`src/design/ddet_pkg.sv`:
```
// ----------------------------------------------------------------------------
// Deadlock detector package
// Shared constants, widths, command and state codes, and the structures that
// travel between the top level, the table store and the sequencer.
// ----------------------------------------------------------------------------
package ddet_pkg;

	// Table dimensions and the width of one stored unit count.
	localparam int NUM_PROC    = 8;
	localparam int NUM_RES     = 4;
	localparam int AMOUNT_BITS = 8;

	// Index widths and the width of the work vector, which holds the
	// available count plus every allocation without wrapping.
	localparam int PROC_W = (NUM_PROC > 1) ? $clog2(NUM_PROC) : 1;
	localparam int RES_W  = (NUM_RES > 1) ? $clog2(NUM_RES) : 1;
	localparam int CNT_W  = $clog2(NUM_PROC + 1);
	localparam int WORK_W = AMOUNT_BITS + $clog2(NUM_PROC + 1);

	// Fixed widths of the input fields.
	localparam int CMD_W  = 2;
	localparam int PIDX_W = 3;
	localparam int RIDX_W = 2;
	localparam int AMT_W  = 8;
	localparam int PID_W  = 3;

	typedef enum logic [CMD_W-1:0] {
		CMD_ALLOC   = 2'd0,
		CMD_REQUEST = 2'd1,
		CMD_AVAIL   = 2'd2,
		CMD_RUN     = 2'd3
	} cmd_t;

	typedef enum logic [2:0] {
		ST_IDLE,
		ST_INIT,
		ST_CHECK,
		ST_ADD,
		ST_PASS_END,
		ST_EMIT_SAFE,
		ST_EMIT_DEAD
	} state_t;

	typedef enum logic {
		ALU_ADD,
		ALU_SUB
	} alu_op_t;

	// One load beat towards the table store.
	typedef struct packed {
		logic              we;
		logic [CMD_W-1:0]  cmd;
		logic [PIDX_W-1:0] proc;
		logic [RIDX_W-1:0] res;
		logic [AMT_W-1:0]  amount;
	} load_t;

	// Read address of the table store.
	typedef struct packed {
		logic [PROC_W-1:0] proc;
		logic [RES_W-1:0]  res;
	} rd_addr_t;

	// Entries read at the current address.
	typedef struct packed {
		logic [AMOUNT_BITS-1:0] alloc;
		logic [AMOUNT_BITS-1:0] request;
		logic [AMOUNT_BITS-1:0] avail;
	} rd_data_t;

endpackage

```
`src/design/ddet_tables.sv`:
```
// ----------------------------------------------------------------------------
// Deadlock detector table store
// Holds the allocation table, the request table and the available vector.
// Load beats write one entry; one read address serves all three stores.
// ----------------------------------------------------------------------------
module ddet_tables (
	input  logic               clk,
	input  logic               arst_n,
	input  ddet_pkg::load_t    load,
	input  ddet_pkg::rd_addr_t rd_addr,
	output ddet_pkg::rd_data_t rd_data
);
	import ddet_pkg::*;

	logic [AMOUNT_BITS-1:0] alloc_q   [NUM_PROC][NUM_RES];
	logic [AMOUNT_BITS-1:0] request_q [NUM_PROC][NUM_RES];
	logic [AMOUNT_BITS-1:0] avail_q   [NUM_RES];

	logic                   proc_ok;
	logic                   res_ok;
	logic [PROC_W-1:0]      wr_proc;
	logic [RES_W-1:0]       wr_res;
	logic [AMOUNT_BITS-1:0] wr_amount;

	// Decode the write address; out of range loads are dropped.
	always_comb begin
		proc_ok   = 32'(load.proc) < NUM_PROC;
		res_ok    = 32'(load.res) < NUM_RES;
		wr_proc   = PROC_W'(load.proc);
		wr_res    = RES_W'(load.res);
		wr_amount = AMOUNT_BITS'(load.amount);
	end

	// Table writes; all entries clear at reset.
	always_ff @(posedge clk or negedge arst_n) begin
		if (!arst_n) begin
			for (int p = 0; p < NUM_PROC; p++) begin
				for (int r = 0; r < NUM_RES; r++) begin
					alloc_q[p][r]   <= '0;
					request_q[p][r] <= '0;
				end
			end
			for (int r = 0; r < NUM_RES; r++) begin
				avail_q[r] <= '0;
			end
		end else if (load.we && res_ok) begin
			unique case (cmd_t'(load.cmd))
				CMD_ALLOC: begin
					if (proc_ok) alloc_q[wr_proc][wr_res] <= wr_amount;
				end
				CMD_REQUEST: begin
					if (proc_ok) request_q[wr_proc][wr_res] <= wr_amount;
				end
				CMD_AVAIL: begin
					avail_q[wr_res] <= wr_amount;
				end
				default: begin
				end
			endcase
		end
	end

	// Read port at the sequencer's current process and resource.
	always_comb begin
		rd_data.alloc   = alloc_q[rd_addr.proc][rd_addr.res];
		rd_data.request = request_q[rd_addr.proc][rd_addr.res];
		rd_data.avail   = avail_q[rd_addr.res];
	end

endmodule

```
`src/design/ddet_alu.sv`:
```
// ----------------------------------------------------------------------------
// Deadlock detector shared adder
// One adder serves both the request check (work minus request, with the
// borrow flagging a request larger than work) and the allocation release.
// ----------------------------------------------------------------------------
module ddet_alu (
	input  ddet_pkg::alu_op_t                 op,
	input  logic [ddet_pkg::WORK_W-1:0]       a,
	input  logic [ddet_pkg::AMOUNT_BITS-1:0]  b,
	output logic [ddet_pkg::WORK_W-1:0]       sum,
	output logic                              borrow
);
	import ddet_pkg::*;

	logic              sub;
	logic [WORK_W-1:0] b_ext;
	logic [WORK_W-1:0] b_opd;
	logic [WORK_W:0]   full;

	// Subtraction adds the inverted operand plus one.
	always_comb begin
		sub    = (op == ALU_SUB);
		b_ext  = WORK_W'(b);
		b_opd  = sub ? ~b_ext : b_ext;
		full   = {1'b0, a} + {1'b0, b_opd} + (WORK_W + 1)'(sub);
		sum    = full[WORK_W-1:0];
		borrow = sub & ~full[WORK_W];
	end

endmodule

```
`src/design/ddet_engine.sv`:
```
// ----------------------------------------------------------------------------
// Deadlock detector sequencer
// Walks the processes resource by resource through the shared adder, keeps
// the work vector, finished flags and safe order, and emits the results.
// ----------------------------------------------------------------------------
module ddet_engine (
	input  logic                         clk,
	input  logic                         arst_n,
	input  logic                         run,
	input  ddet_pkg::rd_data_t           rd_data,
	output ddet_pkg::rd_addr_t           rd_addr,
	output logic                         busy,
	output logic                         strobe,
	output logic [ddet_pkg::PID_W-1:0]   process_id,
	output logic                         deadlocked,
	output logic                         last
);
	import ddet_pkg::*;

	state_t            state_q, state_d;
	logic [PROC_W-1:0] proc_q;
	logic [RES_W-1:0]  res_q;
	logic [CNT_W-1:0]  order_q;
	logic [CNT_W-1:0]  emit_idx_q;
	logic [CNT_W-1:0]  out_cnt_q;
	logic              granted_q;
	logic [NUM_PROC-1:0] finished_q;
	logic [WORK_W-1:0] work_q [NUM_RES];
	logic [PROC_W-1:0] safe_q [NUM_PROC];

	logic              strobe_q;
	logic [PID_W-1:0]  pid_q;
	logic              dead_q;
	logic              last_q;

	alu_op_t           alu_op;
	logic [WORK_W-1:0] alu_sum;
	logic              alu_borrow;
	logic              res_last;
	logic              proc_last;
	logic              emit;
	logic [PROC_W-1:0] emit_pid;
	logic              emit_dead;

	// Shared adder on the current work entry.
	ddet_alu u_alu (
		.op     (alu_op),
		.a      (work_q[res_q]),
		.b      ((state_q == ST_ADD) ? rd_data.alloc : rd_data.request),
		.sum    (alu_sum),
		.borrow (alu_borrow)
	);

	assign res_last  = (32'(res_q) == NUM_RES - 1);
	assign proc_last = (32'(proc_q) == NUM_PROC - 1);

	// Next state.
	always_comb begin
		state_d = state_q;
		unique case (state_q)
			ST_IDLE: begin
				if (run) state_d = ST_INIT;
			end
			ST_INIT: begin
				if (res_last) state_d = ST_CHECK;
			end
			ST_CHECK: begin
				if (finished_q[proc_q] || alu_borrow) begin
					if (proc_last) state_d = ST_PASS_END;
				end else if (res_last) begin
					state_d = ST_ADD;
				end
			end
			ST_ADD: begin
				if (res_last) state_d = proc_last ? ST_PASS_END : ST_CHECK;
			end
			ST_PASS_END: begin
				if (granted_q && (32'(order_q) != NUM_PROC)) state_d = ST_CHECK;
				else state_d = ST_EMIT_SAFE;
			end
			ST_EMIT_SAFE: begin
				if (emit_idx_q == order_q) state_d = ST_EMIT_DEAD;
			end
			ST_EMIT_DEAD: begin
				if (proc_last) state_d = ST_IDLE;
			end
			default: state_d = ST_IDLE;
		endcase
	end

	// Outputs of the sequencer: adder operation, busy and result selection.
	always_comb begin
		alu_op    = (state_q == ST_ADD) ? ALU_ADD : ALU_SUB;
		busy      = (state_q != ST_IDLE);
		emit      = 1'b0;
		emit_pid  = proc_q;
		emit_dead = 1'b0;
		unique case (state_q)
			ST_EMIT_SAFE: begin
				emit     = (emit_idx_q != order_q);
				emit_pid = safe_q[emit_idx_q[PROC_W-1:0]];
			end
			ST_EMIT_DEAD: begin
				emit      = ~finished_q[proc_q];
				emit_dead = 1'b1;
			end
			default: begin
			end
		endcase
	end

	assign rd_addr.proc = proc_q;
	assign rd_addr.res  = res_q;

	// Control registers and counters.
	always_ff @(posedge clk or negedge arst_n) begin
		if (!arst_n) begin
			state_q    <= ST_IDLE;
			proc_q     <= '0;
			res_q      <= '0;
			order_q    <= '0;
			emit_idx_q <= '0;
			out_cnt_q  <= '0;
			granted_q  <= 1'b0;
			finished_q <= '0;
			strobe_q   <= 1'b0;
			for (int r = 0; r < NUM_RES; r++) begin
				work_q[r] <= '0;
			end
		end else begin
			state_q  <= state_d;
			strobe_q <= emit;
			if (emit) out_cnt_q <= out_cnt_q + CNT_W'(1);
			unique case (state_q)
				ST_IDLE: begin
					res_q      <= '0;
					proc_q     <= '0;
					order_q    <= '0;
					granted_q  <= 1'b0;
					finished_q <= '0;
				end
				ST_INIT: begin
					work_q[res_q] <= WORK_W'(rd_data.avail);
					res_q         <= res_last ? '0 : res_q + RES_W'(1);
				end
				ST_CHECK: begin
					if (finished_q[proc_q] || alu_borrow) begin
						res_q <= '0;
						if (!proc_last) proc_q <= proc_q + PROC_W'(1);
					end else begin
						res_q <= res_last ? '0 : res_q + RES_W'(1);
					end
				end
				ST_ADD: begin
					work_q[res_q] <= alu_sum;
					if (res_last) begin
						res_q              <= '0;
						finished_q[proc_q] <= 1'b1;
						order_q            <= order_q + CNT_W'(1);
						granted_q          <= 1'b1;
						if (!proc_last) proc_q <= proc_q + PROC_W'(1);
					end else begin
						res_q <= res_q + RES_W'(1);
					end
				end
				ST_PASS_END: begin
					proc_q     <= '0;
					granted_q  <= 1'b0;
					emit_idx_q <= '0;
					out_cnt_q  <= '0;
				end
				ST_EMIT_SAFE: begin
					if (emit_idx_q != order_q) emit_idx_q <= emit_idx_q + CNT_W'(1);
				end
				ST_EMIT_DEAD: begin
					if (!proc_last) proc_q <= proc_q + PROC_W'(1);
				end
				default: begin
				end
			endcase
		end
	end

	// Safe order entries, written as each process is granted.
	always_ff @(posedge clk) begin
		if (state_q == ST_ADD && res_last) begin
			safe_q[order_q[PROC_W-1:0]] <= proc_q;
		end
	end

	// Result payload register.
	always_ff @(posedge clk) begin
		if (emit) begin
			pid_q  <= PID_W'(emit_pid);
			dead_q <= emit_dead;
			last_q <= (32'(out_cnt_q) == NUM_PROC - 1);
		end
	end

	assign strobe     = strobe_q;
	assign process_id = pid_q;
	assign deadlocked = dead_q;
	assign last       = last_q;

endmodule

```
`src/design/deadlock_detector_top.sv`:
```
// ----------------------------------------------------------------------------
// Deadlock detector
// Resource deadlock detection over per-process allocation and request tables.
// ----------------------------------------------------------------------------
// Usage: a command beat is taken at a rising edge with start high and busy
// low. Allocation, request and available loads write one table entry in that
// cycle, give no result and leave busy low, so loads may follow every cycle.
// A run beat raises busy while the sequencer works the process table one
// resource per cycle through a single shared adder: the available vector is
// copied into the work vector, then each pass skips a finished process,
// checks any other and releases its allocation if all its requests fit,
// and passes repeat until one grants nothing or every process is finished.
// Eight results follow, one strobe cycle each: the safe order, then the
// deadlocked processes in ascending index, the final one marked by last.
// The receiver cannot stall: each result stands for exactly one cycle.
// Reset clears every table, the work vector and the finished flags, and
// leaves the block idle.
// ----------------------------------------------------------------------------
module deadlock_detector_top (
	input  logic                        clk,
	input  logic                        arst_n,
	input  logic                        start,
	output logic                        busy,
	input  logic [ddet_pkg::CMD_W-1:0]  command,
	input  logic [ddet_pkg::PIDX_W-1:0] process_index,
	input  logic [ddet_pkg::RIDX_W-1:0] resource_index,
	input  logic [ddet_pkg::AMT_W-1:0]  amount,
	output logic                        strobe,
	output logic [ddet_pkg::PID_W-1:0]  process_id,
	output logic                        deadlocked,
	output logic                        last
);
	import ddet_pkg::*;

	logic     accept;
	load_t    load;
	rd_addr_t rd_addr;
	rd_data_t rd_data;

	// Command beat decode.
	always_comb begin
		accept      = start & ~busy;
		load.we     = accept & (command != CMD_RUN);
		load.cmd    = command;
		load.proc   = process_index;
		load.res    = resource_index;
		load.amount = amount;
	end

	ddet_tables u_tables (
		.clk     (clk),
		.arst_n  (arst_n),
		.load    (load),
		.rd_addr (rd_addr),
		.rd_data (rd_data)
	);

	ddet_engine u_engine (
		.clk        (clk),
		.arst_n     (arst_n),
		.run        (accept & (command == CMD_RUN)),
		.rd_data    (rd_data),
		.rd_addr    (rd_addr),
		.busy       (busy),
		.strobe     (strobe),
		.process_id (process_id),
		.deadlocked (deadlocked),
		.last       (last)
	);

endmodule

```
`config.mk`:
```
export PLATFORM = sky130hd
export DESIGN_NAME = deadlock_detector_top
export DESIGN_NICKNAME = d
export VERILOG_FILES = /design/src/design/ddet_pkg.sv /design/src/design/ddet_tables.sv /design/src/design/ddet_alu.sv /design/src/design/ddet_engine.sv /design/src/design/deadlock_detector_top.sv
export SDC_FILE = /design/constraint.sdc
export NUM_CORES = 1
export LEC_CHECK = 0
export ABC_CLOCK_PERIOD_IN_PS = 8350
export BUFFER_PORTS_ARGS = -buffer_cell sky130_fd_sc_hd__buf_2
export CORE_MARGIN = 5
export CORE_UTILIZATION = 53
export DETAILED_ROUTE_END_ITERATION = 10
export PLACE_DENSITY = 0.78
export SYNTH_ARGS = -nofsm -noshare
export SYNTH_HDL_FRONTEND = slang
export SYNTH_SLANG_ARGS = --single-unit
export TNS_END_PERCENT = 5
```
`constraint.sdc`:
```
create_clock -name clk -period 8.35 [get_ports clk]
set_input_delay 1.2525 -clock clk [delete_from_list [all_inputs] [get_ports clk]]
set_output_delay 1.2525 -clock clk [all_outputs]
set_load 0.02 [all_outputs]
```
== Word-level counts from Yosys, hierarchy flattened ==
Memories as Yosys holds them, arrays and structs flattened.
Cells that the tools add are included.

* Add/subtract/negate cells: 7
* Magnitude comparators: 9
* Eq/ne operators: 25
* Mux-type cells: 70
* Bitwise operators: 13
* Reductions and logical operators: 27

{| class="wikitable"
|+ Operators with widths
! cell !! number
|-
| bitwise mux 256 bit || 2
|-
| binary-select mux 32 bit (select 3 bit) || 2
|-
| two-way mux 32 bit || 5
|-
| bitwise mux 48 bit || 2
|-
| demux 32 bit (select 3 bit) || 1
|-
| one-hot mux 48 bit (2 select lines) || 1
|-
| two-way mux 8 bit || 9
|-
| binary-select mux 8 bit (select 2 bit) || 3
|-
| two-way mux 12 bit || 4
|-
| two-way mux 3 bit || 14
|-
| bitwise mux 32 bit || 1
|-
| binary-select mux 12 bit (select 2 bit) || 1
|-
| demux 12 bit (select 2 bit) || 1
|-
| one-hot mux 3 bit (7 select lines) || 1
|-
| demux 8 bit (select 2 bit) || 1
|-
| two-way mux 4 bit || 4
|-
| one-hot mux 4 bit (2 select lines) || 2
|-
| one-hot mux 8 bit (2 select lines) || 1
|-
| != test 2 x 1 -> 1 bit (second input constant) || 7
|-
| adder 12 x 12 -> 13 bit || 1
|-
| adder 13 x 1 -> 13 bit || 1
|-
| adder 4 x 1 -> 4 bit (second input constant) || 3
|-
| equality test 3 bit (second input constant) || 4
|-
| NOT 8 -> 12 bit || 1
|-
| 42 further kinds || 79
|}

* Register bits after elaboration: 627
* RAM bits: 24
* Input port bits: 18
* Output and inout port bits: 7
* Memories kept: 1

{| class="wikitable"
|+ Memories
! memory !! depth !! width !! rd ports !! clocked after memory_dff !! write ports !! line !! source
|-
| u_engine.safe_q || 8 || 3 || 1 || 0 || 1 || ddet_engine.sv:29 || <nowiki>logic [PROC_W-1:0] safe_q [NUM_PROC];</nowiki>
|}

== Longest topological paths before layout ==
Gate-level depths: netlist of run 1.

* Word-level depth: 17
* Mapped depth: 23

== Modules after synthesis ==
Synthesis of run 1 repeated with hierarchy kept, for this count alone.

* Cells, all modules: 2367
* Area total of the unflattened synthesis: 30955.9 um2

{| class="wikitable"
|+ Modules (own cells, without submodules)
! module !! times used !! cells an instance !! area an instance (um2)
|-
| ddet_tables || 1 || 1842 || 25308.0
|-
| ddet_engine || 1 || 432 || 4941.0
|-
| ddet_alu || 1 || 89 || 676.9
|-
| deadlock_detector_top || 1 || 4 || 30.0
|}

== Worst setup path before layout of run 1 ==
Ideal clock, no wire load.

* Path kind: reg2reg
* Start point: reg u_engine.proc_q[1]
* End point: reg u_engine.proc_q[2]
* Data arrival time: 4329 ps
* Slack: 3897 ps
* Cell stages (with the launch flop): 23
* Path buffers: 6
* Path through: dfrtp_1 buf_4 buf_6 buf_4 buf_2 nor3_2 buf_2 buf_2 a21oi_1 nand4_1 a21oi_1 a31oi_1 o21ai_0 fa_1 a21o_1 a21oi_1 nand2b_1 a311oi_1 o31ai_1 a21oi_2 a221o_1 mux2i_1 nor2_1

* Word-level cells in the longest chain between the ends: 17
* Elaborated cells on any way between the ends: 31

{| class="wikitable"
|+ Ends and longest elaborated chain
! item !! line !! source
|-
| start, declared || ddet_engine.sv:21 || <nowiki>logic [PROC_W-1:0] proc_q;</nowiki>
|-
| start signal, assigned || ddet_engine.sv:149 || <nowiki>if (!proc_last) proc_q <= proc_q + PROC_W'(1);</nowiki>
|-
| start signal, assigned || ddet_engine.sv:161 || <nowiki>if (!proc_last) proc_q <= proc_q + PROC_W'(1);</nowiki>
|-
| start signal, assigned || ddet_engine.sv:176 || <nowiki>if (!proc_last) proc_q <= proc_q + PROC_W'(1);</nowiki>
|-
| NOT 3 -> 4 bit (implied by the code) || ddet_tables.sv:65, ddet_tables.sv:66 ||
|-
| binary-select mux 32 bit (select 3 bit) (on tied branches) || ddet_tables.sv:66, ddet_tables.sv:65 ||
|-
| two-way mux 32 bit (on tied branches) (2 in a row) || ddet_tables.sv:66, ddet_tables.sv:65 ||
|-
| binary-select mux 8 bit (select 2 bit) (on tied branches) || ddet_tables.sv:66, ddet_tables.sv:65 ||
|-
| two-way mux 8 bit (on tied branches) (2 in a row) || ddet_tables.sv:66, ddet_tables.sv:65 ||
|-
| two-way mux 8 bit || ddet_engine.sv:49 || <nowiki>.b ((state_q == ST_ADD) ? rd_data.alloc : rd_data.request),</nowiki>
|-
| NOT 8 -> 12 bit || ddet_alu.sv:24 || <nowiki>b_opd = sub ? ~b_ext : b_ext;</nowiki>
|-
| two-way mux 12 bit || ddet_alu.sv:24 ||
|-
| adder 12 x 12 -> 13 bit || ddet_alu.sv:25 || <nowiki>full = {1'b0, a} + {1'b0, b_opd} + (WORK_W + 1)'(sub);</nowiki>
|-
| adder 13 x 1 -> 13 bit || ddet_alu.sv:25 ||
|-
| NOT 1 bit || ddet_alu.sv:27 || <nowiki>borrow = sub & ~full[WORK_W];</nowiki>
|-
| AND 1 bit || ddet_alu.sv:27 ||
|-
| logical OR 1 bit || ddet_engine.sv:147 || <nowiki>if (finished_q[proc_q] || alu_borrow) begin</nowiki>
|-
| != test 2 x 1 -> 1 bit (no line) || -- ||
|-
| AND reduction 3 bit (no line) || -- ||
|}

Parallel ways exist; a longest one is shown, timed or not. The select of a mux whose other input is x is not followed.
A chain may end at the register's enable or synchronous reset.

== Worst setup path in the final report of run 1 ==
* Start point: reg u_engine.proc_q[1]
* End point: reg u_engine.state_q[2]

* Word-level cells in the longest chain between the ends: 17
* Elaborated cells on any way between the ends: 32

{| class="wikitable"
|+ Ends and longest elaborated chain
! item !! line !! source
|-
| NOT 3 -> 4 bit (implied by the code) || ddet_tables.sv:65, ddet_tables.sv:66 ||
|-
| binary-select mux 32 bit (select 3 bit) (on tied branches) || ddet_tables.sv:66, ddet_tables.sv:65 ||
|-
| two-way mux 32 bit (on tied branches) (2 in a row) || ddet_tables.sv:66, ddet_tables.sv:65 ||
|-
| binary-select mux 8 bit (select 2 bit) (on tied branches) || ddet_tables.sv:66, ddet_tables.sv:65 ||
|-
| two-way mux 8 bit (on tied branches) (2 in a row) || ddet_tables.sv:66, ddet_tables.sv:65 ||
|-
| two-way mux 8 bit || ddet_engine.sv:49 ||
|-
| NOT 8 -> 12 bit || ddet_alu.sv:24 ||
|-
| two-way mux 12 bit || ddet_alu.sv:24 ||
|-
| adder 12 x 12 -> 13 bit || ddet_alu.sv:25 ||
|-
| adder 13 x 1 -> 13 bit || ddet_alu.sv:25 ||
|-
| NOT 1 bit || ddet_alu.sv:27 ||
|-
| AND 1 bit || ddet_alu.sv:27 ||
|-
| logical OR 1 bit || ddet_engine.sv:68 || <nowiki>if (finished_q[proc_q] || alu_borrow) begin</nowiki>
|-
| != test 3 x 2 -> 1 bit (no line), or another cell as far along || -- ||
|-
| AND reduction 7 bit (no line) or one-hot mux 3 bit (7 select lines) (tied branches) || -- ||
|-
| end signal, assigned || ddet_engine.sv:131 || <nowiki>state_q <= state_d;</nowiki>
|-
| end, declared || ddet_engine.sv:20 || <nowiki>state_t state_q, state_d;</nowiki>
|}

Parallel ways exist; a longest one is shown, timed or not. The select of a mux whose other input is x is not followed.

==> metrics.yaml, run 1 <==
outcome: "finished clean"
antenna_found_initial: 0
clock_sinks: 651
final_layout_size_suffix_gt1_frac: 0.3299
clockBufferDepth: 3
arrival_ps: 6520
max_slew_margin: 0.1116
final_hold_viol_count: 0
postCtsHoldBufs: 0
setup.worst_path.end_class: "flip-flop"
powerDensity_nw_per_um2: 296.7
fin_setup_tns_ps: 0
finalSetupViolations: 0
die_h_um: 249.4
p_comb_frac: 0.312
synth-async-reset-ratio: 0.9555
skew_ps: 26.02
critPathRequiredTime_ps: 8820
synth_edf_count: 29
switchingPower_mw: 3.581
first_iter_violations: 2589
synth_area_sq_um: 30380
fp.dieW_um: 249.4
fmax_ghz: 0.1652
cp-start-kind: "flip-flop"
drc: 0
clockRootBuffer: "clkbuf_16"
grt_first_pass_wirelength_um: 133100
ir_drop_uv: 200.2
intPower_mw: 6.303
path_buf_inv: 0
ys_seq_area_frac: 0.5411
utilization: 0.5886
slew_violations: 0
wl_per_cell_um: 26.79
rsz0062_at_grt: "false"
postCtsSetupBuffers: 0
vias_per_cell: 6.620
cts-buffers-inserted: 69
wl_um: 85440
syn_nets: 2464
seqPwrFrac: 0.381
place.gp.congestion: 0.9228
core_sq_um: 56600
crit_slowest_cell: "nor2_4"
min_from: "u_engine.work_q[42]"
port_buffers: 24
postSynthAreaPerCell_sq_um: 12.53
ys.warnings.count: 0
critPathMaxFanout: 47
overflow: 0
worstSetupStartpoint: "u_engine.proc_q[1]"
timing.rr.start: "u_engine.proc_q[1]"
cap_violations: 0
initial_utilization: 0.5366
final_nets: 2423
post_cts_resized: 0
fp.dieArea_sq_um: 62200
dr.pass1.iters: 6
grt_usage: 0.2712
vias: 21112
synthToLayoutAreaGrowth_pct: 9.684
clk_pin_slew_ps: 60
ys_ff_latch: 651
ys.flop_type: "dfrtp_1"
final.min_clock_period_ps: 6054
power_leakage_nw: 15.63
clkLatencyLatePin_ps: 610
worst_slew_pin_slew_ps: 1329
min_period_over_period: 0.7250
h-tree-depth: 3
crit_family: "compound AO/OA/AOI/OAI gates"
synthCells: 2424
ant_nets: 0
grt_pass1_vias: 21962
cp_cell_sequence: "nand2_1 -> nor2_4 -> a22oi_1 -> nand2_1 -> a221oi_1 -> o21ai_0 -> o211ai_1 -> a21oi_1 -> a31oi_1 -> ha_1 -> a21o_1 -> a21oi_1 -> nand2b_1 -> a311oi_1 -> o31ai_1 -> a21oi_2 -> mux2_2 -> o21ai_0 -> o21ai_1"
critPathMaxStageDelay_ps: 1040
cts_tree: "yes"
yosysUniqueCellTypes: 80
rows: 87
switching_share: 0.3623
p_clk_frac: 0.307
pin_count: 25
hpwlAfterDp_um: 53500
grt_max_degree: 190
hold_class: "reg -> reg"
path_class: "reg -> reg"
metrics by stage:
| stage | cells | worst slack [ps] | total power [mW] | instance area (sq um) | hold WS (ps) |
|---|---|---|---|---|---|
| after floorplan | 2424 | 3897 | 5.775 | 30380 | 444.6 |
| after global placement | 3068 | 2586 | 6.715 | 31090 | 457.0 |
| after detailed placement | 3068 | 2514 | 6.803 | 31090 | 470.7 |
| after CTS | 3187 | 2473 | 9.826 | 33310 | 483.1 |
| after global routing | 3187 | 2187 | 10.25 | 33310 | 500.6 |
| final | 3189 | 2296 | 9.884 | 33320 | 479.5 |
worst register-to-register path, cell delays in order (launching register included):
cell      delay [ps]
dfrtp_4          980
nand2_1          290
nor2_4          1040
a22oi_1          280
nand2_1          130
a221oi_1          50
o21ai_0          150
o211ai_1         250
a21oi_1          220
a31oi_1           90
ha_1             440
a21o_1           140
a21oi_1           90
nand2b_1         210
a311oi_1         370
o31ai_1          160
a21oi_2          350
mux2_2           390
o21ai_0          200
o21ai_1           90
flip-flops by register name (all words and copies together) (netlist names), 2 cells and up:
register / flops
u_engine.emit_idx_q: 4
u_engine.finished_q: 8
u_engine.order_q: 4
u_engine.out_cnt_q: 4
u_engine.proc_q: 3
u_engine.process_id: 3
u_engine.res_q: 2
u_engine.safe_q: 24
u_engine.state_q: 3
u_engine.work_q: 48
u_tables.alloc_q: 256
u_tables.avail_q: 32
u_tables.request_q: 256
cells in the final DEF, fill, tap and decap left out, types with 12 or more instances in the layout:
| master | synthesis | final |
|---|---|---|
| a22o_1 | 20 | 20 |
| mux2i_1 | 67 | 67 |
| nor2_1 | 102 | 101 |
| o21ai_1 | 13 | 13 |
| and2_1 | 15 | 15 |
| mux2_2 | 563 | 563 |
| nor3_1 | 15 | 14 |
| nand2_1 | 184 | 184 |
| o21ai_0 | 104 | 104 |
| clkbuf_1 | 138 | 14 |
| nand3_1 | 34 | 34 |
| dfrtp_1 | 622 | 618 |
| xnor2_1 | 12 | 12 |
| a22oi_1 | 83 | 83 |
| buf_2 | 22 | 23 |
| clkbuf_16 | 0 | 71 |
| ha_1 | 21 | 21 |
| mux4_2 | 31 | 31 |
| a221oi_1 | 35 | 35 |
| edfxtp_1 | 29 | 29 |
| buf_4 | 6 | 41 |
| a21oi_1 | 118 | 118 |
routing by layer:
metal	up-vias	share of wire	global-route usage
met1	10903	0.40	0.3741
met2	1160	0.46	0.4211
met3	242	0.096	0.05924
met4	0	0.043	0.1130
met5	-	0	0
li1	8807	-	-
logic make-up after synthesis:
| logic type | count (synthesis) | share of synthesized area |
|---|---|---|
| AO/OA/AOI/OAI | 455 | 0.09812 |
| XOR/XNOR | 22 | 0.006838 |
| adder cells (fa/ha/maj) | 22 | 0.009309 |
| AND/OR/NAND/NOR | 417 | 0.06228 |
| multiplexers | 663 | 0.2545 |
| flip-flops | 651 | 0.5411 |
| buffers and inverters | 194 | 0.02785 |
power groups by stage:
stage	clock [mW]	sequential, mW	combinational [mW]
after detailed placement	0	3.81	2.99
after global routing	3.19	3.79	3.27
after floorplan	0	3.64	2.14
final	3.03	3.77	3.09
after global placement	0	3.79	2.93
after CTS	3.06	3.76	3.01
Yosys cell counts, types with 4 or more instances:
master,number,share of area
a211oi_1,6,0.0015
a221oi_1,35,0.010
ha_1,21,0.0087
mux4_2,31,0.023
o21ai_1,13,0.0021
buf_1,6,0.00074
a22o_1,20,0.0058
and2_1,15,0.0031
nor3b_1,4,0.00099
nand2b_1,9,0.0019
and3b_1,4,0.0012
mux2i_1,67,0.022
xnor2_1,12,0.0035
mux2_2,563,0.21
o211ai_1,9,0.0022
inv_1,11,0.0014
nand2_1,184,0.023
buf_6,9,0.0033
a21oi_1,118,0.019
nor3_1,15,0.0025
nand4_1,11,0.0023
clkbuf_1,138,0.017
nor4_1,4,0.00082
nor2b_1,9,0.0019
nor2_1,102,0.013
and3_1,8,0.0016
a21o_1,10,0.0025
dfrtp_1,622,0.51
o2111ai_1,6,0.0017
xor2_1,8,0.0023
edfxtp_1,29,0.029
buf_4,6,0.0015
buf_2,22,0.0036
o21ai_0,104,0.017
nand3_1,34,0.0056
a31oi_1,10,0.0021
a22oi_1,83,0.021
cell type report:
type                    count  area, sq um
fillers                  4368        23290
flip-flops and latches    651        16450
multi-input cells        1579        13130
clock buffers              95         1967
well taps                 756        945.9
repair buffers             69        518.0
clock inverters            24        252.7
inverters                  13        48.80
diodes                      2        5.005
path summary, 6_finish.rpt:
| kind | end | slack (ps) | depth (start not counted) |
|---|---|---|---|
| hold / removal | u_engine.work_q[42] | 480 | 2 |
| hold reg to reg | u_engine.work_q[42] | 480 | 2 |
| max in group asynchronous | u_tables.alloc_q[78] | 5590 | 3 |
| setup reg to reg | u_engine.state_q[2] | 2300 | 19 |
| min in group asynchronous | u_engine.emit_idx_q[3] | 550 | 1 |
| setup / recovery | u_engine.state_q[2] | 2300 | 19 |
No activity file was read; power rests on OpenSTA's default activity.
==> run 2: changes to the inputs <==
--- a/config.mk
+++ b/config.mk
@@ -5,12 +5,12 @@
 export SDC_FILE = /design/constraint.sdc
 export NUM_CORES = 1
 export LEC_CHECK = 0
-export ABC_CLOCK_PERIOD_IN_PS = 8350
+export ABC_CLOCK_PERIOD_IN_PS = 5460
 export BUFFER_PORTS_ARGS = -buffer_cell sky130_fd_sc_hd__buf_2
 export CORE_MARGIN = 5
 export CORE_UTILIZATION = 53
 export DETAILED_ROUTE_END_ITERATION = 10
-export PLACE_DENSITY = 0.78
+export PLACE_DENSITY = 0.8
 export SYNTH_ARGS = -nofsm -noshare
 export SYNTH_HDL_FRONTEND = slang
 export SYNTH_SLANG_ARGS = --single-unit
==> constraint.sdc (replaced) <==
create_clock -name clk -period 5.46 [get_ports clk]
set_input_delay 0.819 -clock clk [delete_from_list [all_inputs] [get_ports clk]]
set_output_delay 0.819 -clock clk [all_outputs]
set_load 0.02 [all_outputs]
==> run 2 against run 1 <==
Maximum frequency grew 12%. Highest routed layer is now met5. Sequential share of layout area shrank 0.50 points. Final cell count grew 1.0%. Die area is the same. Non-clock buffer count grew 33. Via count grew 1.4%.
==> metrics.yaml, run 2 (synthesis results as in run 1) <==
outcome: "finished clean"
skew_ps: 17.39  # -8.628 ps
holdWs_ps: 217.1  # -262.4 ps
fp.dieW_um: 249.4  # unchanged
crit_slowest_cell: "and2_1"
cap_violations: 0  # unchanged
core_sq_um: 56600  # unchanged
vias_per_cell: 6.647  # +0.41%
hpwlAfterDp_um: 54730  # +2.3%
ir_drop_uv: 299.6  # +50%
cp_cell_sequence: "and2b_4 -> and2_1 -> buf_4 -> a22o_1 -> a2111oi_0 -> o21ai_0 -> a21oi_1 -> a21oi_1 -> ha_1 -> o21ai_0 -> nand2b_1 -> a21oi_1 -> a311oi_1 -> o31ai_1 -> a21oi_2 -> a221o_1 -> mux2i_1 -> nor2_1"
dr.pass1.iters: 6  # unchanged
setup.worst_path.end_class: "flip-flop"
path_class: "reg -> reg"
arrival_ps: 5890  # -630 ps
final.min_clock_period_ps: 5411  # -642.2 ps
rsz0062_at_grt: "false"
max_slew_margin: 0.2228  # +0.1113
worst-r2r-cell-count: 18  # -1
wl_per_cell_um: 27.12  # +1.2%
critPathMaxStageDelay_ps: 730  # -310 ps
worst_slew_pin_slew_ps: 1161  # -168.0 ps
finalSetupViolations: 0  # unchanged
power_leakage_nw: 15.86  # +1.5%
final_hold_viol_count: 0  # unchanged
initial_utilization: 0.5366  # unchanged
grt_first_pass_wirelength_um: 134300  # +0.92%
slew_violations: 0  # unchanged
overflow: 0  # unchanged
cts-buffers-inserted: 68  # -1.4%
critPathMaxFanout: 13  # -72%
powerDensity_nw_per_um2: 456.4  # +54%
clkLatencyLatePin_ps: 610  # about the same
timing.rr.start: "u_engine.proc_q[1]"
cp_common_cell: "a21oi_1"
place.gp.congestion: 0.9303  # +0.81%
clockRootBuffer: "clkbuf_16"
grt_max_degree: 153  # -19%
dp.cells: 3100  # +1.0%
r2r-end: "u_engine.proc_q[2]"
fp.dieArea_sq_um: 62200  # unchanged
mostFrequentLayoutCells: "618 x dfrtp_1, 563 x mux2_2, 184 x nand2_1"
final_cells: 3221  # +1.0%
port_buffers: 24  # unchanged
rows: 87  # unchanged
synthToLayoutAreaGrowth_pct: 10.81
fin_setup_tns_ps: 0  # unchanged
wl_um: 87340  # +2.2%
cts_tree: "yes"
drc: 0  # unchanged
grt_usage: 0.2753  # +0.004154
critPathRequiredTime_ps: 5940  # -2880 ps
r2r_slack_ps: 50  # -2250 ps
hold_class: "in -> async"
first_iter_violations: 2816  # +8.8%
die_h_um: 249.4  # unchanged
ant_nets: 0  # unchanged
clock_sinks: 651  # unchanged
grt_pass1_vias: 22067  # +0.48%
largestRegisters: "u_tables.alloc_q x256, u_tables.request_q x256, u_engine.work_q x48"
clockBufferDepth: 3  # unchanged
fmax_ghz: 0.1848  # +12%
final_common_cell: "dfrtp_1"
min_period_over_period: 0.9911  # +0.2661
clk_pin_slew_ps: 60  # about the same
final_layout_size_suffix_gt1_frac: 0.3383  # +0.008431
pin_count: 25  # unchanged
post_cts_resized: 0  # unchanged
antennaDiodeCount: 0  # -2
vias: 21411  # +1.4%
antenna_found_initial: 1  # +1
final_nets: 2455  # +1.3%
h-tree-depth: 3  # unchanged
cp-start-kind: "flip-flop"
[run 2: stage by stage]
stage / setup WS, ps / cell area (sq um) / utilization / power, mW
finish: 48.54 / 33660 / 0.5946 / 15.36
global route: 4.003 / 33660 / 0.5946 / 15.95
CTS: 349.1 / 33640 / 0.5943 / 15.24
detailed placement: 362.6 / 31410 / 0.5549 / 10.61
global placement: 470.4 / 31410 / 0.5549 / 10.48
floorplan: 1007 / 30380 / - / 8.832
[run 2: worst max-delay path by stage]
| stage | from | end | slack (ps) | depth (start not counted) |
|---|---|---|---|---|
| after floorplan | u_engine.proc_q[1] | u_engine.proc_q[2] | 1010 | 22 |
| after global placement | u_engine.proc_q[2] | u_engine.state_q[2] | 470 | 20 |
| after detailed placement | u_engine.proc_q[2] | u_engine.proc_q[2] | 360 | 20 |
| after CTS | u_engine.proc_q[2] | u_engine.proc_q[2] | 350 | 20 |
| after global routing | u_engine.proc_q[1] | u_engine.work_q[47] | 4 | 21 |
| final | u_engine.proc_q[1] | u_engine.proc_q[2] | 50 | 18 |
[run 2: final cells by class]
| cell class | count | area [sq um] |
|---|---|---|
| Clock inverter | 13 | 93.84 |
| Timing Repair Buffer | 102 | 853.3 |
| Clock buffer | 107 | 2135 |
| Sequential cell | 651 | 16450 |
| Tap cell | 756 | 945.9 |
| Inverter | 13 | 48.80 |
| Fill cell | 4259 | 22950 |
| Multi-Input combinational cell | 1579 | 13130 |
[run 2: repair_timing]
item	in CTS	in global routing
setup endpoints to repair	0	7
hold buffers	0	0
buffers inserted	0	1
[run 2: critical path, delay by kind of cell, from the launching register on]
| family | cells | cell delay [ps] |
|---|---|---|
| buffers and inverters | 1 | 350 |
| and+or+nand+nor | 4 | 1260 |
| muxes | 1 | 180 |
| adders and majority gates | 1 | 350 |
| DFF | 1 | 610 |
| AOI/OAI and AO/OA | 11 | 2530 |
[run 2: routing by layer]
metal	up-vias	track usage	share of wire
met3	277	0.07975	0.11
met5	-	0	0.00015
met1	10989	0.3710	0.39
met2	1262	0.4244	0.46
met4	2	0.1118	0.047
li1	8881	-	-
[run 2: power by group]
group          internal (mW)  switching [mW]
registers               5.30           0.339
clock network           2.73            1.91
logic                   1.78            3.30
total                   9.81            5.55
